$ cat config.mk
export PLATFORM = sky130hd
export DESIGN_NAME = express_channel_route_select
export DESIGN_NICKNAME = d
export VERILOG_FILES = /design/src/rtl/ecrs_pkg.sv /design/src/rtl/ecrs_div_pipe.sv /design/src/rtl/ecrs_route_pick.sv /design/src/rtl/express_channel_route_select.sv
export SDC_FILE = /design/constraint.sdc
export NUM_CORES = 1
export LEC_CHECK = 0
export BUFFER_PORTS_ARGS = -buffer_cell sky130_fd_sc_hd__buf_4
export CORE_MARGIN = 1.5
export CORE_UTILIZATION = 45
export DETAILED_ROUTE_END_ITERATION = 8
export MAX_ROUTING_LAYER = met4
export PLACE_DENSITY = 0.67
export SYNTH_ARGS = -nofsm -noshare
export SYNTH_HDL_FRONTEND = slang
export SYNTH_HIERARCHICAL = 1
export SYNTH_SLANG_ARGS = --single-unit
$ cat constraint.sdc
create_clock -name clk -period 5.4 [get_ports clk]
set_input_delay 0 -clock clk [delete_from_list [all_inputs] [get_ports clk]]
set_output_delay 0 -clock clk [all_outputs]
set_load 0.1 [all_outputs]
$ cat src/rtl/ecrs_pkg.sv
// Shared constants, types and register codes for the express channel route select block.
// Used by ecrs_div_pipe, ecrs_route_pick and express_channel_route_select.
// Depends on nothing else.
package ecrs_pkg;

	localparam int ROUTER_ID_BITS = 8;
	localparam int NUM_VC = 4;

	localparam int COL_W = 9;
	localparam int NI_W = 4;
	localparam int BASE_W = 6;
	localparam int PORT_W = 7;
	localparam int DIR_W = 4;

	localparam int CFG_IDX_W = 2;
	localparam int CFG_DATA_W = 9;

	// Restoring division, two quotient bits per pipeline stage.
	localparam int DIV_BITS_PER_STAGE = 2;
	localparam int DIV_STAGES = (ROUTER_ID_BITS + DIV_BITS_PER_STAGE - 1) / DIV_BITS_PER_STAGE;
	localparam int CMP_W = (ROUTER_ID_BITS + 1 > COL_W) ? ROUTER_ID_BITS + 1 : COL_W;
	localparam int OFF_W = ROUTER_ID_BITS + 1;

	typedef enum logic [CFG_IDX_W-1:0] {
		REG_COLUMNS     = 2'd0,
		REG_ROUTE_ORDER = 2'd1,
		REG_PORT_BASE   = 2'd2
	} cfg_reg_t;

	localparam logic ORDER_XY = 1'b0;

	localparam logic [COL_W-1:0] COLUMNS_RST = 9'd4;
	localparam logic [BASE_W-1:0] PORT_BASE_RST = 6'd12;

	localparam logic [DIR_W-1:0] EAST_BASE = 4'd0;
	localparam logic [DIR_W-1:0] WEST_BASE = 4'd3;
	localparam logic [DIR_W-1:0] SOUTH_BASE = 4'd6;
	localparam logic [DIR_W-1:0] NORTH_BASE = 4'd9;
	localparam logic [DIR_W-1:0] DIR_LAST = 4'd11;

	// One division lane: remainder and a shift register that starts as the
	// dividend and ends as the quotient.
	typedef struct packed {
		logic [ROUTER_ID_BITS-1:0] rem;
		logic [ROUTER_ID_BITS-1:0] dq;
	} div_lane_t;

	typedef struct packed {
		logic [NI_W-1:0]   ni;
		logic [NUM_VC-1:0] e2;
		logic [NUM_VC-1:0] e3;
		logic [NUM_VC-1:0] w2;
		logic [NUM_VC-1:0] w3;
		logic [NUM_VC-1:0] s2;
		logic [NUM_VC-1:0] s3;
		logic [NUM_VC-1:0] n2;
		logic [NUM_VC-1:0] n3;
	} side_t;

	typedef struct packed {
		div_lane_t cur;
		div_lane_t dst;
		side_t     side;
	} div_stage_t;

	typedef struct packed {
		logic              eject;
		logic [DIR_W-1:0]  direction;
		logic [PORT_W-1:0] eject_port;
	} route_t;

endpackage

$ cat src/rtl/ecrs_div_pipe.sv
// Pipelined restoring divider that splits both router ids into row and column.
// Carries the side payload of each request alongside the division lanes.
// Depends on ecrs_pkg.
module ecrs_div_pipe (
	input  logic                           clk,
	input  logic                           arst_n,
	input  logic                           in_valid,
	output logic                           in_stall,
	input  ecrs_pkg::div_stage_t           in_item,
	input  logic [ecrs_pkg::COL_W-1:0]     divisor,
	output logic                           out_valid,
	input  logic                           out_ready,
	output ecrs_pkg::div_stage_t           out_item
);

	localparam int D = ecrs_pkg::DIV_STAGES;
	localparam int IW = ecrs_pkg::ROUTER_ID_BITS;
	localparam int CW = ecrs_pkg::CMP_W;

	// One quotient bit: shift in the next dividend bit, subtract when it fits.
	function automatic ecrs_pkg::div_lane_t div_bit(ecrs_pkg::div_lane_t l,
			logic [ecrs_pkg::COL_W-1:0] d);
		logic [CW-1:0] trial;
		logic [CW-1:0] dd;
		ecrs_pkg::div_lane_t r;
		trial = CW'({l.rem, l.dq[IW-1]});
		dd = CW'(d);
		r.dq = {l.dq[IW-2:0], 1'b0};
		if (trial >= dd) begin
			r.rem = IW'(trial - dd);
			r.dq[0] = 1'b1;
		end else begin
			r.rem = IW'(trial);
		end
		return r;
	endfunction

	ecrs_pkg::div_stage_t stage_s [D];
	logic [D-1:0] vld_s;
	logic [D-1:0] adv;

	// A stage takes new data when it is empty or its content moves on.
	always_comb begin
		for (int k = 0; k < D; k++) begin
			if (k == D - 1) begin
				adv[k] = !vld_s[k] || out_ready;
			end else begin
				adv[k] = !vld_s[k] || adv[k+1];
			end
		end
	end

	for (genvar k = 0; k < D; k++) begin : g_stage
		ecrs_pkg::div_stage_t src;
		ecrs_pkg::div_stage_t nxt;
		logic src_vld;

		if (k == 0) begin : g_first
			assign src = in_item;
			assign src_vld = in_valid;
		end else begin : g_next
			assign src = stage_s[k-1];
			assign src_vld = vld_s[k-1];
		end

		always_comb begin
			nxt = src;
			for (int j = 0; j < ecrs_pkg::DIV_BITS_PER_STAGE; j++) begin
				if (k * ecrs_pkg::DIV_BITS_PER_STAGE + j < IW) begin
					nxt.cur = div_bit(nxt.cur, divisor);
					nxt.dst = div_bit(nxt.dst, divisor);
				end
			end
		end

		always_ff @(posedge clk or negedge arst_n) begin
			if (!arst_n) begin
				vld_s[k] <= 1'b0;
			end else if (adv[k]) begin
				vld_s[k] <= src_vld;
			end
		end

		always_ff @(posedge clk) begin
			if (adv[k]) begin
				stage_s[k] <= nxt;
			end
		end
	end

	assign in_stall = !adv[0];
	assign out_valid = vld_s[D-1];
	assign out_item = stage_s[D-1];

	a_stall_only_when_full: assert property (@(posedge clk) disable iff (!arst_n)
		in_stall |-> vld_s[0])
		else $error("divider stalls its input while the first stage is empty");

	a_last_stage_holds: assert property (@(posedge clk) disable iff (!arst_n)
		vld_s[D-1] && !out_ready |=> vld_s[D-1] && $stable(stage_s[D-1]))
		else $error("divider result changed while held");

	a_rem_below_divisor: assert property (@(posedge clk) disable iff (!arst_n)
		vld_s[D-1] |-> (CW'(stage_s[D-1].cur.rem) < CW'(divisor))
			&& (CW'(stage_s[D-1].dst.rem) < CW'(divisor)))
		else $error("division remainder not below the column count");

endmodule

$ cat src/rtl/ecrs_route_pick.sv
// Dimension-order port choice with express hops, from column and row of both ids.
// Also forms the ejection port when the packet has arrived.
// Depends on ecrs_pkg.
module ecrs_route_pick (
	input  ecrs_pkg::div_stage_t              item,
	input  logic                              route_order,
	input  logic [ecrs_pkg::BASE_W-1:0]       port_base,
	output ecrs_pkg::route_t                  route
);

	localparam int OW = ecrs_pkg::OFF_W;
	localparam logic signed [OW-1:0] OFF_ZERO = OW'(0);
	localparam logic signed [OW-1:0] OFF_P2 = OW'(2);
	localparam logic signed [OW-1:0] OFF_P3 = OW'(3);
	localparam logic signed [OW-1:0] OFF_N2 = OW'(-2);
	localparam logic signed [OW-1:0] OFF_N3 = OW'(-3);

	function automatic logic [ecrs_pkg::DIR_W-1:0] pick_hop(
			logic signed [OW-1:0] off,
			logic [ecrs_pkg::DIR_W-1:0] base_pos,
			logic [ecrs_pkg::NUM_VC-1:0] pos2,
			logic [ecrs_pkg::NUM_VC-1:0] pos3,
			logic [ecrs_pkg::DIR_W-1:0] base_neg,
			logic [ecrs_pkg::NUM_VC-1:0] neg2,
			logic [ecrs_pkg::NUM_VC-1:0] neg3);
		logic [ecrs_pkg::DIR_W-1:0] d;
		if (off > OFF_ZERO) begin
			if (off >= OFF_P3 && |pos3) begin
				d = base_pos + ecrs_pkg::DIR_W'(2);
			end else if (off >= OFF_P2 && |pos2) begin
				d = base_pos + ecrs_pkg::DIR_W'(1);
			end else begin
				d = base_pos;
			end
		end else begin
			if (off <= OFF_N3 && |neg3) begin
				d = base_neg + ecrs_pkg::DIR_W'(2);
			end else if (off <= OFF_N2 && |neg2) begin
				d = base_neg + ecrs_pkg::DIR_W'(1);
			end else begin
				d = base_neg;
			end
		end
		return d;
	endfunction

	logic signed [OW-1:0] xoff;
	logic signed [OW-1:0] yoff;
	logic use_x;
	logic arrived;

	assign xoff = $signed({1'b0, item.dst.rem}) - $signed({1'b0, item.cur.rem});
	assign yoff = $signed({1'b0, item.dst.dq}) - $signed({1'b0, item.cur.dq});
	assign arrived = (xoff == OFF_ZERO) && (yoff == OFF_ZERO);

	// In YX order the column offset is only used once the row matches.
	assign use_x = (route_order == ecrs_pkg::ORDER_XY) ? (xoff != OFF_ZERO) : (yoff == OFF_ZERO);

	always_comb begin
		route.eject = arrived;
		route.direction = ecrs_pkg::EAST_BASE;
		route.eject_port = '0;
		if (arrived) begin
			route.eject_port = ecrs_pkg::PORT_W'(port_base) + ecrs_pkg::PORT_W'(item.side.ni);
		end else if (use_x) begin
			route.direction = pick_hop(xoff, ecrs_pkg::EAST_BASE, item.side.e2, item.side.e3,
				ecrs_pkg::WEST_BASE, item.side.w2, item.side.w3);
		end else begin
			route.direction = pick_hop(yoff, ecrs_pkg::SOUTH_BASE, item.side.s2, item.side.s3,
				ecrs_pkg::NORTH_BASE, item.side.n2, item.side.n3);
		end
	end

endmodule

$ cat src/rtl/express_channel_route_select.sv
// An accepted request passes 4 divider stages of two id bits each and 1 output stage.
// Throughput: one request per cycle unless the output stalls.
// The output register holds a stalled result while the divider stages keep filling.
// Reset clears all valid bits and loads columns 4, XY order and ejection base 12.
// Top level of the route select block; depends on ecrs_pkg, ecrs_div_pipe, ecrs_route_pick.
module express_channel_route_select (
	input  logic                                  clk,
	input  logic                                  arst_n,

	input  logic                                  cfg_valid,
	output logic                                  cfg_ready,
	input  logic [ecrs_pkg::CFG_IDX_W-1:0]        cfg_index,
	input  logic [ecrs_pkg::CFG_DATA_W-1:0]       cfg_data,

	input  logic                                  in_valid,
	output logic                                  in_stall,
	input  logic [ecrs_pkg::ROUTER_ID_BITS-1:0]   current_router,
	input  logic [ecrs_pkg::ROUTER_ID_BITS-1:0]   target_router,
	input  logic [ecrs_pkg::NI_W-1:0]             ni_position,
	input  logic [ecrs_pkg::NUM_VC-1:0]           east2_idle,
	input  logic [ecrs_pkg::NUM_VC-1:0]           east3_idle,
	input  logic [ecrs_pkg::NUM_VC-1:0]           west2_idle,
	input  logic [ecrs_pkg::NUM_VC-1:0]           west3_idle,
	input  logic [ecrs_pkg::NUM_VC-1:0]           south2_idle,
	input  logic [ecrs_pkg::NUM_VC-1:0]           south3_idle,
	input  logic [ecrs_pkg::NUM_VC-1:0]           north2_idle,
	input  logic [ecrs_pkg::NUM_VC-1:0]           north3_idle,

	output logic                                  out_valid,
	input  logic                                  out_stall,
	output logic                                  eject,
	output logic [ecrs_pkg::DIR_W-1:0]            direction,
	output logic [ecrs_pkg::PORT_W-1:0]           eject_port
);

	logic [ecrs_pkg::COL_W-1:0] columns_q;
	logic route_order_q;
	logic [ecrs_pkg::BASE_W-1:0] port_base_q;
	logic [ecrs_pkg::COL_W-1:0] divisor;

	ecrs_pkg::div_stage_t in_item;
	ecrs_pkg::div_stage_t div_item;
	logic div_valid;
	logic out_ready;
	ecrs_pkg::route_t route;
	ecrs_pkg::route_t route_q;
	logic out_valid_q;

	assign cfg_ready = 1'b1;

	always_ff @(posedge clk or negedge arst_n) begin
		if (!arst_n) begin
			columns_q <= ecrs_pkg::COLUMNS_RST;
			route_order_q <= ecrs_pkg::ORDER_XY;
			port_base_q <= ecrs_pkg::PORT_BASE_RST;
		end else if (cfg_valid && cfg_ready) begin
			unique case (ecrs_pkg::cfg_reg_t'(cfg_index))
				ecrs_pkg::REG_COLUMNS: begin
					columns_q <= cfg_data;
				end
				ecrs_pkg::REG_ROUTE_ORDER: begin
					route_order_q <= cfg_data[0];
				end
				ecrs_pkg::REG_PORT_BASE: begin
					port_base_q <= cfg_data[ecrs_pkg::BASE_W-1:0];
				end
				default: begin
				end
			endcase
		end
	end

	// A column count of zero behaves as one.
	assign divisor = (columns_q == '0) ? ecrs_pkg::COL_W'(1) : columns_q;

	always_comb begin
		in_item.cur.rem = '0;
		in_item.cur.dq = current_router;
		in_item.dst.rem = '0;
		in_item.dst.dq = target_router;
		in_item.side.ni = ni_position;
		in_item.side.e2 = east2_idle;
		in_item.side.e3 = east3_idle;
		in_item.side.w2 = west2_idle;
		in_item.side.w3 = west3_idle;
		in_item.side.s2 = south2_idle;
		in_item.side.s3 = south3_idle;
		in_item.side.n2 = north2_idle;
		in_item.side.n3 = north3_idle;
	end

	ecrs_div_pipe u_div (
		.clk       (clk),
		.arst_n    (arst_n),
		.in_valid  (in_valid),
		.in_stall  (in_stall),
		.in_item   (in_item),
		.divisor   (divisor),
		.out_valid (div_valid),
		.out_ready (out_ready),
		.out_item  (div_item)
	);

	ecrs_route_pick u_pick (
		.item        (div_item),
		.route_order (route_order_q),
		.port_base   (port_base_q),
		.route       (route)
	);

	assign out_ready = !out_valid_q || !out_stall;

	always_ff @(posedge clk or negedge arst_n) begin
		if (!arst_n) begin
			out_valid_q <= 1'b0;
		end else if (out_ready) begin
			out_valid_q <= div_valid;
		end
	end

	always_ff @(posedge clk) begin
		if (out_ready && div_valid) begin
			route_q <= route;
		end
	end

	assign out_valid = out_valid_q;
	assign eject = route_q.eject;
	assign direction = route_q.direction;
	assign eject_port = route_q.eject_port;

	a_eject_direction: assert property (@(posedge clk) disable iff (!arst_n)
		out_valid_q && route_q.eject |-> route_q.direction == ecrs_pkg::EAST_BASE)
		else $error("ejected request carries a nonzero direction");

	a_route_fields: assert property (@(posedge clk) disable iff (!arst_n)
		out_valid_q && !route_q.eject |-> route_q.eject_port == '0
			&& route_q.direction <= ecrs_pkg::DIR_LAST)
		else $error("forwarded request has a bad direction or ejection port");

	a_columns_write: assert property (@(posedge clk) disable iff (!arst_n)
		cfg_valid && cfg_ready && cfg_index == ecrs_pkg::REG_COLUMNS
			|=> columns_q == $past(cfg_data))
		else $error("column count write not taken");

endmodule
After elaboration in Yosys (flattened, before gate mapping)
Memory sizes are Yosys's and may differ from the RTL's.
Index checks and enable logic that the tools add are counted.
- memories kept: 1
- output and inout port bits: 15
- word-level logic and storage cells: 150
- register bits: 33
- input port bits: 68
- RAM bits: 272
- muxes and demuxes: 53
- magnitude comparators: 26
- eq/ne operators: 2
- add/subtract/negate cells: 19
- reductions and logical operators: 38
- memory list (memory ; depth ; width ; read ports ; clocked after Yosys merged registers in ; wr ports ; RTL line ; source):
    u_div.stage_s ; 4 ; 68 ; 4 ; 0 ; 4 ; ecrs_div_pipe.sv:38 ; ecrs_pkg::div_stage_t stage_s [D];
- operator list (cell ; count):
    2-to-1 mux 8 bit ; 16
    greater-or-equal comparator 9 bit ; 14
    subtractor 8 bit ; 14
    greater-or-equal comparator 9 x 3 -> 1 bit, second input constant ; 4
    OR reduction 4 bit ; 8
    2-to-1 mux 4 bit ; 7
    logical NOT 9 bit ; 3
    2-to-1 mux 1 bit ; 27
    greater-or-equal comparator 1 x 9 -> 1 bit ; 2
    greater-than comparator 9 x 1 -> 1 bit, second input constant ; 2
    less-or-equal comparator 9 x 2 -> 1 bit, second input constant ; 2
    less-or-equal comparator 9 x 3 -> 1 bit, second input constant ; 2
    subtractor 8 x 8 -> 9 bit ; 2
    subtractor 1 x 8 -> 8 bit ; 2
    logical AND 1 bit ; 10
    2-to-1 mux 9 bit ; 1
    nonzero test 9 bit ; 1
    adder 6 x 4 -> 7 bit ; 1
    logical NOT 1 bit ; 7
    AND reduction 2 bit ; 3
    logical OR 1 bit ; 5
    2-to-1 mux 3 bit ; 1
    equality test 2 x 1 -> 1 bit, second input constant ; 1
    equality test 2 bit, second input constant ; 1
    2 further kinds ; 2

Logic depth before layout (Yosys ltp)
Gate-level depths: netlist (run 1).
- depth after elaboration: 8
- gate-level depth with buffers: 19
- depth with buffers taken out: 18

Hierarchy
Netlist (run 1), hierarchy kept.
- modules (own cells, without submodules) (module ; seq. area each (um^2) ; cells each ; area an instance (um^2) ; instances):
    ecrs_div_pipe ; 8267.9 ; 1230 ; 15547.4 ; 1
    ecrs_route_pick ; 0.0 ; 226 ; 1615.3 ; 1
    express_channel_route_select ; 789.5 ; 66 ; 1093.5 ; 1

Worst setup path after synthesis (run 1)
Ideal clock, no wire load.
- path type: register to output
- start point: register out_valid (netlist name)
- end point: output in_stall
- arrival: 4.959 ns
- slack: 0.441 ns
- stages on the path, launching flop included: 5
- buffers on the path: 0
- required time: 5.400 ns
- cells stage by stage: dfrtp_1 -> nand2_1 -> nor2b_1 -> nand4_1 -> inv_1
- RTL lines (element ; RTL line ; source):
    end: declaration ; express_channel_route_select.sv:16 ; output logic in_stall,

==> out/qor.csv, run 1 <==
stage,metric,value,unit
setup_path,critical path capture point type,register,
clock_tree,CTS tree,done,
synthesis,"Cell Area, Synth",0.01826,mm2
setup_path,worst path arrival time,5.30,ns
clock_tree,clk sinks,305,
final_layout,share of cells above drive strength 1,16.57,%
floorplanning,Die H,204.4,um
synthesis,cells after synthesis,1522,
floorplanning,row count,73,
synthesis,leading area contributor after synthesis,edfxtp_1,
synthesis,Avg Synthesized Cell Area,11.99,um2
floorplanning,Placeable Area,0.03991,mm2
synthesis,Ys Warns,6,
global_route,met1 global-route usage,25.75,%
timing,fmax,199.9,MHz
placement,"worst slack, placed",0.2818,ns
route,drt wl/cell,17.73,um
setup_path,slowest cell on the critical path,or3b_1,
global_route,initial antenna violation count,0,
floorplanning,I/O pin cnt,83,
final_layout,"Area growth, synth to finish",18.14,%
floorplanning,Initial Util,45.74,%
timing,fin crit share,92.65,%
synthesis,"EDFF count, synth",284,
synthesis,area fraction of the dominant cell type after synthesis,46.71,%
final_layout,fin nets,1997,
synthesis,Synth cell types,85,
timing,"Slew Viols, Final",0,
timing,Setup Skew,0.01552,ns
clock_tree,root buffer cell,clkbuf_16,
synthesis,predominant post-synthesis flop cell,edfxtp_1,
setup_path,FF-to-FF path depth,16,
clock_tree,CTS buffer count,35,
setup_path,worst-path cell chain,"inv_1, ha_1, and2_1, a311oi_1, a21oi_1, or3b_1, a21oi_1, nor2_1, ha_1, o21a_1, o31a_1, o221ai_1, a21o_1, buf_4, or3b_2, o31ai_1",
timing,final worst setup slack,0.3967,ns
clock_tree,clock slew at reported path FFs,0.06,ns
synthesis,"top cells by area, synth","edfxtp_1 47%, ha_1 11%, mux2_2 5.1%",
setup_path,Worst R2R Setup Slack,0.40,ns
timing,actual slew at the worst max-slew pin,1.074,ns
clock_tree,Clock Latency Late Sink,0.53,ns
setup_path,type of element launching the critical path,register,
placement,Routability Congestion,0.9206,
global_route,met3 usage,2.679,%
synthesis,synthesized flop and latch total,305,
route,Post-DRT Antenna Nets,0,
hold_path,Hold Path Class,input pin to register,
setup_path,worst r2r dst,u_div/stage_s[1][65],
timing,fin crit period,5.003,ns
global_route,total track usage,20.25,%
status,status,completed,
setup_path,critical path peak fanout,8,
route,initial DRC count,619,
timing,Hold Worst Slack,0.1955,ns
hold_path,hold path start,east2_idle[2],
route,Remaining DRCs,0,
final_layout,Post-Route Utilization,54.04,%
setup_path,CP max stage delay,0.55,ns
global_route,gr ovfl total,0,
setup_path,Critical R2R Launch,columns_q[4],
setup_path,critical path class,register to register,
global_route,global-route wire length before repair,64560,um
synthesis,Async SR Flop Fraction,6.885,%
setup_path,Worst Path Required,5.70,ns
placement,count of input and output buffers,81,
timing,final setup fails,0,
route,Total Wirelength,40660,um
route,DRT Pass-1 Iters,6,
hold_path,hold endpoint,u_div/stage_s[0][30],
global_route,largest net degree at the start of global routing,70,
clock_tree,Post-CTS Setup Repair Bufs,0,
timing,setup TNS,0,ns
final_layout,Ant. Diodes,0,
floorplanning,Die ar.,0.04179,mm2
floorplanning,die width,204.4,um
global_route,GRT busiest layer,met2,
hold_path,hold path depth,2,
global_route,grt met2 use,33.45,%
route,vias per cell,5.503,
synthesis,"Seq/Total Area, Yosys",49.61,%
clock_tree,htree depth,2,
timing,Final Hold Vio Count,0,
clock_tree,clk buf depth,3,
timing,RSZ-0062 raised after global routing,no,
timing,Slew headroom,28.38,%
global_route,vias in the first global route,12580,
job,Max-cap violations,0,
placement,DP HPWL,29070,um
route,Vias,12620,
[layout make-up]
| cell class | count | area [um2] |
|---|---|---|
| Fill cell | 3345 | 18350 |
| Sequential cell | 305 | 9057 |
| Multi-Input combinational cell | 1118 | 8787 |
| Timing Repair Buffer | 183 | 1579 |
| Clock buffer | 45 | 933.4 |
| Tap cell | 525 | 656.9 |
| Inverter | 101 | 384.1 |
| Clock inverter | 16 | 170.2 |
[layout by cell type, fill, tap and decap left out, drive strengths merged, types with 13 or more instances in the layout]
cell / Yosys / layout
dlygate4sd3: 0 / 77
nor3: 26 / 26
ha: 166 / 166
buf: 16 / 106
nand2: 70 / 70
edfxtp: 284 / 284
mux2: 90 / 90
dfrtp: 18 / 18
conb: 2 / 34
o21ai: 63 / 63
inv: 100 / 105
o21a: 23 / 23
xnor2: 51 / 51
a211oi: 13 / 13
clkbuf: 14 / 45
nand3: 24 / 24
nand2b: 24 / 24
xor2: 33 / 33
a21oi: 117 / 117
fa: 19 / 19
a31oi: 16 / 16
nor2b: 24 / 24
a21o: 33 / 33
nor2: 91 / 91
[repair_timing]
| action | CTS | global route |
|---|---|---|
| endpoints found under the setup margin | 0 | 11 |
| endpoints found under the hold margin | 89 | 0 |
| gates resized for setup | 0 | 1 |
| hold buffers | 77 | 0 |
[worst max-delay path by stage]
stage	start	endpoint	slack, ns	cells past startpoint
floorplan	out_valid	in_stall	0.44	4
global placement	columns_q[1]	u_div/stage_s[0][46]	0.33	15
detailed placement	columns_q[1]	u_div/stage_s[0][46]	0.28	15
CTS	columns_q[1]	u_div/stage_s[0][46]	0.29	15
global route	columns_q[4]	u_div/stage_s[1][61]	0.13	16
finish	columns_q[4]	u_div/stage_s[1][65]	0.40	16
[per-layer routing]
metal | up-vias | wire, um
li1 | 6174 | -
met1 | 6022 | 18120
met2 | 325 | 19390
met3 | 98 | 1945
met4 | 0 | 1200
met5 | - | 0
[Yosys cell counts (32+ instances only)]
cell type and count:
o21ai_0 55, a21oi_1 115, ha_1 166, edfxtp_1 284, nand2_1 70, inv_1 98
xor2_1 33, xnor2_1 51, nor2_1 91, mux2_2 83, a21o_1 32
[stage by stage]
step | std cells | instance area [um2]
2_1_floorplan | 1554 | 18380
3_3_place_gp | 2155 | 19690
3_5_place_dp | 2155 | 19690
4_1_cts | 2293 | 21570
5_1_grt | 2293 | 21570
6_report | 2293 | 21570
[cell families (layout without fill, tap and decap cells)]
logic type	count (synthesis)	count (layout)	share of synthesized area [%]
mux	101	101	6.298
flops	305	305	49.61
compound gates	378	378	13.99
fa+ha+maj	185	185	13.46
buf+inv	131	345	3.029
xor+xnor	84	84	4.030
other cells	2	34	0.04114
simple gates	336	336	9.540
[critical path, delay by kind of cell, from the launching register on]
family | cells | cell delay [ns]
compound gates | 8 | 1.64
simple gates | 4 | 1.26
fa+ha+maj | 2 | 0.75
buf+inv | 2 | 0.70
flops | 1 | 0.39
[registers in the layout, indices dropped and copies added, names as in the netlist]
signal	flops
columns_q	9
u_div/stage_s	272
direction	4
port_base_q	6
eject_port	7
u_div/out_valid	1
route_order_q	1
out_valid	1
u_div/g_stage.src_vld	3
eject	1
Power of run 1 is not shown: default switching activity piles up to over one toggle a cycle in this logic, so the estimate is an artifact.
==> run 2: changes to the inputs <==
--- a/config.mk
+++ b/config.mk
@@ -5,7 +5,7 @@
 export SDC_FILE = /design/constraint.sdc
 export NUM_CORES = 1
 export LEC_CHECK = 0
-export BUFFER_PORTS_ARGS = -buffer_cell sky130_fd_sc_hd__buf_4
+export BUFFER_PORTS_ARGS = -buffer_cell sky130_fd_sc_hd__buf_2
 export CORE_MARGIN = 1.5
 export CORE_UTILIZATION = 45
 export DETAILED_ROUTE_END_ITERATION = 8
==> run 2 against run 1 <==
Effect of this change:
- register-to-register slack gained 0.04 ns
- core utilization down 0.50 points
- clock skew is 0.0028 ns higher
- sequential share of layout area up 0.39 points
- die area did not move
- flip-flop and latch count unchanged
- critical path depth shrank 1
- via count fell by 1.1%
- cell area fell by 0.92%
- non-clock buffer count down 3
- critical endpoint is now u_div/stage_s[0][62]
- largest cell class unchanged
- highest routed layer unchanged
==> out/qor.csv, run 2 (synthesis results as in run 1) <==
stage,metric,value,unit,change
final_layout,Fillers,3328,,-0.51%
route,Remaining DRCs,0,,unchanged
timing,RSZ-0062 raised after global routing,no,,
setup_path,Worst R2R Setup Slack,0.44,ns,+0.04 ns
final_layout,Ant. Diodes,0,,unchanged
global_route,initial antenna violation count,0,,unchanged
status,status,completed,,
final_layout,"most common cell after layout, fill and taps aside",edfxtp_1,,
hold_path,Hold Path Class,input pin to register,,
placement,DP HPWL,28980,um,-0.29%
clock_tree,CTS tree,done,,
floorplanning,Initial Util,45.74,%,unchanged
clock_tree,Post-CTS Setup Repair Bufs,0,,unchanged
timing,Setup Skew,0.01830,ns,+0.002780 ns
setup_path,worst r2r dst,u_div/stage_s[0][62],,
setup_path,Critical R2R Launch,columns_q[7],,
route,Post-DRT Antenna Nets,0,,unchanged
clock_tree,root buffer cell,clkbuf_16,,
timing,setup TNS,0,ns,unchanged
placement,Routability Congestion,0.8971,,-2.6%
timing,fin crit share,91.94,%,-0.72 points
timing,fmax,201.4,MHz,+0.78%
global_route,largest net degree at the start of global routing,70,,unchanged
floorplanning,Die H,204.4,um,unchanged
clock_tree,clk buf depth,3,,unchanged
setup_path,worst path arrival time,5.24,ns,-0.06 ns
final_layout,Post-Route Utilization,53.54,%,-0.50 points
floorplanning,row count,73,,unchanged
floorplanning,die width,204.4,um,unchanged
route,DRT Pass-1 Iters,5,,-1
timing,final setup fails,0,,unchanged
global_route,gr ovfl total,0,,unchanged
clock_tree,htree depth,2,,unchanged
clock_tree,CTS buffer count,34,,-2.9%
final_layout,share of cells above drive strength 1,16.82,%,+0.25 points
route,Total Wirelength,40620,um,about the same
clock_tree,clk sinks,305,,unchanged
floorplanning,Die ar.,0.04179,mm2,unchanged
clock_tree,clock slew at reported path FFs,0.06,ns,about the same
floorplanning,Placeable Area,0.03991,mm2,unchanged
final_layout,"Area growth, synth to finish",17.06,%,
route,drt wl/cell,17.73,um,about the same
timing,actual slew at the worst max-slew pin,1.085,ns,+0.01063 ns
setup_path,FF-to-FF path depth,15,,-1
hold_path,hold path start,current_router[4],,
route,initial DRC count,683,,+10%
hold_path,hold path depth,2,,unchanged
global_route,total track usage,20.21,%,-0.042 points
route,Vias,12480,,-1.1%
setup_path,critical path peak fanout,10,,+2
global_route,global-route wire length before repair,64390,um,-0.26%
clock_tree,Clock Latency Late Sink,0.53,ns,about the same
setup_path,Worst Path Required,5.68,ns,-0.02 ns
route,vias per cell,5.448,,-1.0%
final_layout,fin nets,1993,,-0.20%
final_layout,Largest register FFs,272,,unchanged
timing,Final Hold Vio Count,0,,unchanged
timing,fin crit period,4.965,ns,-0.03881 ns
setup_path,critical path capture point type,register,,
setup_path,type of element launching the critical path,register,,
setup_path,critical path class,register to register,,
floorplanning,I/O pin cnt,83,,unchanged
final_layout,"commonest non-fill, non-tap cells in the layout","284 x edfxtp_1, 166 x ha_1, 115 x a21oi_1",,
placement,count of input and output buffers,81,,unchanged
final_layout,Reg with most FFs,u_div/stage_s,,
timing,"Slew Viols, Final",0,,unchanged
timing,Slew headroom,27.67,%,-0.71 points
job,Max-cap violations,0,,unchanged
global_route,vias in the first global route,12460,,-0.97%
hold_path,hold endpoint,u_div/stage_s[0][58],,
-- run 2: cell count changes in the layout (fill, tap and decap cells not counted), sizes merged, moves of 3 or more --
cell         delta
clkbuf          -4
inv             -4
clkinv          +5
clkinvlp        +3
dlygate4sd3     -4
-- run 2: repair_timing --
item / 4_1_cts / 5_1_grt
setup endpoints to repair: 0 / 12
hold buffers: 73 / 0
resized for setup: 0 / 1
endpoints found under the hold margin: 89 / 0
-- run 2: worst max path at each step --
stage | start | end | slack [ns] | depth (start not counted)
after detailed placement | columns_q[1] | u_div/stage_s[0][46] | 0.23 | 15
after global placement | columns_q[7] | u_div/stage_s[0][46] | 0.29 | 15
final | columns_q[7] | u_div/stage_s[0][62] | 0.44 | 15
after floorplan | out_valid | in_stall | 0.44 | 4
after global routing | columns_q[1] | u_div/stage_s[0][46] | 0.07 | 15
after CTS | columns_q[7] | u_div/stage_s[0][46] | 0.19 | 15
-- run 2: metrics by stage --
step / hold slack [ns] / setup slack [ns] / instance area, um2 / std cells
4_1_cts: 0.1495 / 0.1927 / 21370 / 2291
3_3_place_gp: -0.02112 / 0.2909 / 19500 / 2156
5_1_grt: 0.1700 / 0.06764 / 21370 / 2291
2_1_floorplan: -0.2956 / 0.4407 / 18380 / 1554
3_5_place_dp: -0.01254 / 0.2301 / 19500 / 2156
6_report: 0.1865 / 0.4355 / 21370 / 2291
-- run 2: worst max-delay path, stage by stage, from the launching register on --
cell and delay (ns):
dfrtp_1 0.39, nor4_1 0.35, a21o_2 0.46, ha_1 0.25
nor2b_1 0.06, o31a_1 0.27, o31a_1 0.31, o21ai_4 0.23
inv_4 0.10, mux2_4 0.31, ha_1 0.35, nand3_1 0.14
o21ai_0 0.45, a22oi_1 0.16, a21oi_2 0.47, mux2_2 0.40
-- run 2: layout make-up --
type                    instances  area, um2  share of cell area, %
clock inverters                21      244.0                  1.142
well taps                     525      656.9                  3.074
clock buffers                  41      897.1                  4.198
repair buffers                180       1344                  6.288
multi-input cells            1118       8787                  41.12
flip-flops and latches        305       9057                  42.38
inverters                     101      384.1                  1.797
-- run 2: layer usage --
metal | vias up | routed length, um | track usage, %
li1 | 6177 | - | -
met3 | 79 | 1505 | 2.487
met2 | 264 | 19310 | 33.39
met5 | - | 0 | -
met4 | 0 | 1123 | 6.486
met1 | 5961 | 18680 | 25.87
Power of run 2 is left out for the same reason.
